<file path="src/bale_pkg.sv">
package bale_pkg;

  localparam int CAPACITY_DEF = 16;
  localparam int DATA_W       = 32;
  localparam int OP_W         = 3;
  localparam int POS_W        = 4;
  localparam int ST_W         = 3;

  typedef enum logic [OP_W-1:0] {
    OP_INSERT   = 3'd0,
    OP_SEARCH   = 3'd1,
    OP_UPDATE   = 3'd2,
    OP_DELETE   = 3'd3,
    OP_TRAVERSE = 3'd4
  } op_t;

  typedef enum logic [ST_W-1:0] {
    ST_OK        = 3'd0,
    ST_FULL      = 3'd1,
    ST_NOT_FOUND = 3'd2,
    ST_BAD_INDEX = 3'd3,
    ST_EMPTY     = 3'd4
  } status_t;

  typedef enum logic [2:0] {
    S_IDLE,
    S_DISPATCH,
    S_SRCH,
    S_DEL,
    S_TRAV,
    S_OUT
  } state_t;

  typedef enum logic [1:0] {
    IDX_HOLD,
    IDX_CLEAR,
    IDX_LOAD_POS,
    IDX_INC
  } idx_cmd_t;

  typedef enum logic [1:0] {
    CNT_HOLD,
    CNT_INC,
    CNT_DEC
  } cnt_cmd_t;

  typedef enum logic [1:0] {
    WR_NONE,
    WR_APPEND,
    WR_UPDATE,
    WR_SHIFT
  } wr_cmd_t;

  typedef struct packed {
    logic     load_in;
    idx_cmd_t idx_cmd;
    logic     rd_ahead;
    cnt_cmd_t cnt_cmd;
    wr_cmd_t  wr_cmd;
    logic     out_load;
    status_t  out_status;
    logic     out_pos_idx;
    logic     out_val_rd;
    logic     out_last;
  } cmd_t;

  typedef struct packed {
    op_t  op;
    logic full;
    logic empty;
    logic pos_ok;
    logic del_short;
    logic match;
    logic idx_last;
    logic del_end;
    logic out_last;
  } sts_t;

endpackage

</file>
<file path="src/bale_ctrl.sv">
module bale_ctrl
  import bale_pkg::*;
(
  input  logic clk,
  input  logic rst_n,
  input  logic in_valid,
  output logic in_ready,
  output logic out_valid,
  input  logic out_ready,
  input  sts_t sts,
  output cmd_t cmd
);

  state_t state_r, state_nxt;

  always_ff @(posedge clk) begin
    if (!rst_n) begin
      state_r <= S_IDLE;
    end else begin
      state_r <= state_nxt;
    end
  end

  // next state
  always_comb begin
    state_nxt = state_r;
    case (state_r)
      S_IDLE: begin
        if (in_valid) state_nxt = S_DISPATCH;
      end
      S_DISPATCH: begin
        case (sts.op)
          OP_INSERT, OP_UPDATE: state_nxt = S_OUT;
          OP_SEARCH: state_nxt = sts.empty ? S_OUT : S_SRCH;
          OP_DELETE: state_nxt = (!sts.pos_ok || sts.del_short) ? S_OUT : S_DEL;
          OP_TRAVERSE: state_nxt = sts.empty ? S_OUT : S_TRAV;
          default: state_nxt = S_IDLE;
        endcase
      end
      S_SRCH: begin
        if (sts.match || sts.idx_last) state_nxt = S_OUT;
      end
      S_DEL: begin
        if (sts.del_end) state_nxt = S_OUT;
      end
      S_TRAV: state_nxt = S_OUT;
      S_OUT: begin
        if (out_ready) state_nxt = sts.out_last ? S_IDLE : S_TRAV;
      end
      default: state_nxt = S_IDLE;
    endcase
  end

  // outputs
  always_comb begin
    in_ready        = 1'b0;
    out_valid       = 1'b0;
    cmd.load_in     = 1'b0;
    cmd.idx_cmd     = IDX_HOLD;
    cmd.rd_ahead    = 1'b0;
    cmd.cnt_cmd     = CNT_HOLD;
    cmd.wr_cmd      = WR_NONE;
    cmd.out_load    = 1'b0;
    cmd.out_status  = ST_OK;
    cmd.out_pos_idx = 1'b0;
    cmd.out_val_rd  = 1'b0;
    cmd.out_last    = 1'b1;
    case (state_r)
      S_IDLE: begin
        in_ready    = 1'b1;
        cmd.load_in = in_valid;
      end
      S_DISPATCH: begin
        case (sts.op)
          OP_INSERT: begin
            cmd.out_load = 1'b1;
            if (sts.full) begin
              cmd.out_status = ST_FULL;
            end else begin
              cmd.wr_cmd  = WR_APPEND;
              cmd.cnt_cmd = CNT_INC;
            end
          end
          OP_SEARCH: begin
            if (sts.empty) begin
              cmd.out_load   = 1'b1;
              cmd.out_status = ST_NOT_FOUND;
            end else begin
              cmd.idx_cmd = IDX_CLEAR;
            end
          end
          OP_UPDATE: begin
            cmd.out_load = 1'b1;
            if (sts.pos_ok) cmd.wr_cmd = WR_UPDATE;
            else cmd.out_status = ST_BAD_INDEX;
          end
          OP_DELETE: begin
            if (!sts.pos_ok) begin
              cmd.out_load   = 1'b1;
              cmd.out_status = ST_BAD_INDEX;
            end else if (sts.del_short) begin
              cmd.out_load = 1'b1;
              cmd.cnt_cmd  = CNT_DEC;
            end else begin
              cmd.idx_cmd  = IDX_LOAD_POS;
              cmd.rd_ahead = 1'b1;
            end
          end
          OP_TRAVERSE: begin
            if (sts.empty) begin
              cmd.out_load   = 1'b1;
              cmd.out_status = ST_EMPTY;
            end else begin
              cmd.idx_cmd = IDX_CLEAR;
            end
          end
          default: ;
        endcase
      end
      S_SRCH: begin
        if (sts.match) begin
          cmd.out_load    = 1'b1;
          cmd.out_pos_idx = 1'b1;
        end else if (sts.idx_last) begin
          cmd.out_load   = 1'b1;
          cmd.out_status = ST_NOT_FOUND;
        end else begin
          cmd.idx_cmd = IDX_INC;
        end
      end
      S_DEL: begin
        cmd.wr_cmd   = WR_SHIFT;
        cmd.rd_ahead = 1'b1;
        if (sts.del_end) begin
          cmd.cnt_cmd  = CNT_DEC;
          cmd.out_load = 1'b1;
        end else begin
          cmd.idx_cmd = IDX_INC;
        end
      end
      S_TRAV: begin
        cmd.out_load   = 1'b1;
        cmd.out_val_rd = 1'b1;
        cmd.out_last   = sts.idx_last;
      end
      S_OUT: begin
        out_valid = 1'b1;
        if (out_ready && !sts.out_last) cmd.idx_cmd = IDX_INC;
      end
      default: ;
    endcase
  end

endmodule

</file>
<file path="config.mk">
export PLATFORM = sky130hd
export DESIGN_NAME = bale_ctrl
export DESIGN_NICKNAME = d
export VERILOG_FILES = /design/src/bale_pkg.sv /design/src/bale_ctrl.sv
export SDC_FILE = /design/constraint.sdc
export NUM_CORES = 1
export LEC_CHECK = 0
export ABC_AREA = 1
export ABC_CLOCK_PERIOD_IN_PS = 1050
export BUFFER_PORTS_ARGS = -buffer_cell sky130_fd_sc_hd__buf_2
export CAP_MARGIN = 20
export CORE_MARGIN = 3
export CORE_UTILIZATION = 37
export CTS_CLUSTER_DIAMETER = 30
export DETAILED_ROUTE_END_ITERATION = 12
export PLACE_DENSITY = 0.73
export SYNTH_ARGS = -nofsm -noshare
export SYNTH_HDL_FRONTEND = slang
export SYNTH_SLANG_ARGS = --single-unit
export TNS_END_PERCENT = 5
</file>
<file path="constraint.sdc">
create_clock -name clk -period 1.05 [get_ports clk]
set_input_delay 0.0525 -clock clk [delete_from_list [all_inputs] [get_ports clk]]
set_output_delay 0.0525 -clock clk [all_outputs]
set_load 0.02 [all_outputs]
</file>
==> Implementation_results.wiki <==
{| class="wikitable"
! Metric !! Value
|-
| Logic pwr share || 0.565
|-
| Number of global-route vias before repair || 702
|-
| R2R setup slack || -330 ps
|-
| Max reg flops || 3
|-
| Placer's final routability congestion estimate || 0.8471
|-
| Starting DRT DRC Count || 16
|-
| Critical Path RT || 1000 ps
|-
| Number of nets with antenna violations after routing || 0
|-
| Largest net degree at the start of global routing || 6
|-
| Sinks on Clock Net || 3
|-
| Largest register by flop count || state_r
|-
| Finish-stage setup viols || 20
|-
| Cells after Synth || 99
|-
| Seq/Total Area, Yosys || 0.1151
|-
| Pwr Total || 0.0007961 W
|-
| Slowest stage cell on the critical path || sky130_fd_sc_hd__dfxtp_4
|-
| Antenna violations before repair || 0
|-
| TritonCTS clock tree || built
|-
| Via count || 774
|-
| Post-synth EDFFs || 0
|-
| First-pass iteration count of the detailed router || 4
|-
| Die Width || 43.55 um
|-
| Post-layout worst setup margin || -365.4 ps
|-
| Fill cells || 106
|-
| Worst setup SP type || flop
|-
| Ant diodes || 0
|-
| Fin area || 907.1 um^2
|-
| Critical path's top delay family || simple AND/OR/NAND/NOR gates
|-
| Delay of the slowest critical-path stage || 370 ps
|-
| Maximum vdd ir drop || 619.1 uV
|-
| Count of different cell masters after synthesis || 19
|-
| Violations in the final reports || negative setup slack
|-
| Layout cells sized above 1 || 0.4965
|-
| Initial standard-cell utilization of the core || 0.4290
|-
| Die footprint || 0.001897 mm^2
|-
| GRT Overall Usage || 0.1958
|-
| CP most frequent cell || sky130_fd_sc_hd__nand2_2
|-
| Worst Tran Pin Value || 246.4 ps
|-
| Global-route wire length before repair || 2904 um
|-
| Final wirelength || 1825 um
|-
| Final worst path period need || 1415 ps
|-
| Vias per cell || 4.930
|-
| Total overflow reported by the global router || 0
|-
| Share of flip-flops with an asynchronous set or reset || 0
|-
| Prevailing post-synth register cell || sky130_fd_sc_hd__dfxtp_1
|-
| Largest registers || state_r: 3 flops
|-
| Sw frac || 0.4418
|-
| WS Path Type || reg2out
|-
| Layout area overhead || 73.86%
|-
| Core area || 0.001216 mm^2
|-
| Placement Cell Area || 778.2 um^2
|-
| Deepest clock path buffer count || 2
|-
| Type of the most critical hold path || in2reg
|-
| Most frequently used cell type in the post-synthesis netlist || sky130_fd_sc_hd__nand2_1
|-
| Relative slew slack || 0.8353
|-
| Cell count after placement || 152
|-
| Cell types occupying the most area after synthesis || sky130_fd_sc_hd__nand2_1 (19%), sky130_fd_sc_hd__dfxtp_1 (12%), sky130_fd_sc_hd__inv_1 (11%)
|-
| Multi-input gate area in the final layout || 459.2 um^2
|-
| Post-synthesis area per instance || 5.270 um^2
|-
| Share of the clock period used by the worst path after layout || 1.348
|-
| Switching power summed over all nets || 0.0003517 W
|-
| DRC || 0
|-
| Row count || 12
|-
| Count of buffering cells on the critical path with inverters included || 2
|-
| Clock network power share || 0.250
|-
| Average routed wire per standard cell || 11.62 um
|-
| Maximum level of the CTS H-tree || 1
|-
| CTS Hold Bufs || 0
|-
| Maximum fanout encountered on the critical timing path || 4
|-
| Register area || 66.31 um^2
|-
| Post-synth top area share || 0.1871
|-
| Crit path capture type || primary output
|-
| Ordered list of cells on the worst path || inv_2 -> nand2_2 -> nor2_4 -> nand2_2 -> nand2_2 -> a21oi_4 -> nand2_1 -> buf_2
|-
| Clock Pin Slew Worst Setup and Hold Paths || 40 ps
|-
| Setup clock skew after layout || 1.378 ps
|-
| Number of nets at the end of the flow || 159
|-
| Highest clock rate || 706.5 MHz
|-
| Area of the mapped netlist || 521.8 um^2
|-
| Top cells by count, synth || sky130_fd_sc_hd__nand2_1 (26), sky130_fd_sc_hd__inv_1 (15), sky130_fd_sc_hd__nor2_1 (14)
|-
| Number of synthesized register bits || 3
|-
| Run status || complete, but fails checks
|-
| Non-filler cells in the finished layout || 157
|-
| Final number of max-transition violations || 0
|-
| Leading area contributor after synthesis || sky130_fd_sc_hd__nand2_1
|-
| Mapped Nets || 114
|-
| Leak || 0.5182 nW
|-
| Arrival time at the worst endpoint || 1360 ps
|-
| Number of port buffers || 31
|-
| Cell area power density || 877.6 mW/mm^2
|-
| Count of maximum capacitance violations || 0
|-
| Setup repair after global routing missed its margin || yes
|-
| HPWL Detailed || 1397 um
|-
| Clock tree root driver cell || sky130_fd_sc_hd__clkbuf_4
|-
| Share of power burned in registers || 0.184
|-
| Number of buffers created by CTS || 3
|-
| Number of placed I/O pins || 32
|-
| Height of the chip || 43.55 um
|-
| Number of warnings printed during yosys synthesis || 0
|-
| Power Internal || 0.0004444 W
|-
| Clock latency reported for the late side of the worst-skew pair || 230 ps
|-
| Final Hold Viols || 0
|}
-- layer usage --
layer | up-vias | part of all wire | global-route usage | wire length (um)
li1 | 401 | - | - | -
met1 | 338 | 0.42 | 0.2543 | 759
met2 | 35 | 0.52 | 0.3430 | 945
met3 | 0 | 0.066 | 0.01245 | 120
met4 | 0 | 0 | 0.05422 | 0
met5 | - | 0 | 0 | 0
-- cells in the final DEF (no fill, tap or decap), types with 3 or more instances in the layout --
| cell | n |
|---|---|
| sky130_fd_sc_hd__a21oi_1 | 6 |
| sky130_fd_sc_hd__buf_2 | 21 |
| sky130_fd_sc_hd__buf_4 | 15 |
| sky130_fd_sc_hd__buf_6 | 4 |
| sky130_fd_sc_hd__clkbuf_4 | 3 |
| sky130_fd_sc_hd__inv_1 | 14 |
| sky130_fd_sc_hd__inv_2 | 6 |
| sky130_fd_sc_hd__nand2_1 | 24 |
| sky130_fd_sc_hd__nand2_2 | 4 |
| sky130_fd_sc_hd__nand3_1 | 5 |
| sky130_fd_sc_hd__nor2_1 | 10 |
| sky130_fd_sc_hd__nor2_2 | 3 |
| sky130_fd_sc_hd__nor2_4 | 5 |
| sky130_fd_sc_hd__o21ai_0 | 3 |
-- what timing repair did --
item | CTS | global route
gates resized for setup | 27 | 4
endpoints found under the hold margin | 0 | 0
pin swaps | 1 | 0
buffers inserted | 1 | 0
endpoints found under the setup margin | 20 | 20
-- power groups by stage --
stage / clock (W) / sequential, W / combinational (W)
2_1_floorplan: 0 / 0.000144 / 0.000245
3_3_place_gp: 0 / 0.000146 / 0.000388
3_5_place_dp: 0 / 0.000147 / 0.000391
4_1_cts: 0.000203 / 0.000147 / 0.000436
5_1_grt: 0.000212 / 0.000150 / 0.000493
6_report: 0.000199 / 0.000147 / 0.000450
-- final timing paths --
kind	startpoint	end	cells past startpoint
hold reg to reg	state_r[2]	state_r[0]	3
setup reg to reg	state_r[2]	state_r[0]	8
setup / recovery	state_r[2]	cmd[12]	8
hold / removal	rst_n	state_r[0]	3
-- stage by stage --
stage	utilization	worst slack [ps]	TNS [ps]	hold slack [ps]
6_report	0.7459	-365.4	-4664	58.98
5_1_grt	0.7459	-443.9	-6553	84.99
4_1_cts	0.7294	-348.6	-4352	57.50
3_5_place_dp	0.6399	-325.0	-2216	291.8
3_3_place_gp	0.6399	-328.8	-1991	290.2
2_1_floorplan	-	-132.8	-471.9	171.1
-- cells by family (layout without fill, tap and decap cells) --
| kind of cell | Yosys count | after routing | share of synthesized area |
|---|---|---|---|
| buffers and inverters | 20 | 64 | 0.1439 |
| AOI/OAI and AO/OA | 17 | 17 | 0.2014 |
| and+or+nand+nor | 59 | 59 | 0.5395 |
| DFF | 3 | 3 | 0.1151 |
-- layout make-up --
type / count / area share
clock buffers: 4 / 0.02897
inverters: 20 / 0.08276
multi-input cells: 76 / 0.5062
flip-flops and latches: 3 / 0.07310
well taps: 14 / 0.01931
repair buffers: 40 / 0.2897
-- worst register-to-register path: cells and delay by family, from the launching register on --
family | cells | cell delay [ps]
DFF | 1 | 350
buffers and inverters | 1 | 130
and+or+nand+nor | 7 | 770
Power figures use the tool's default switching activity.
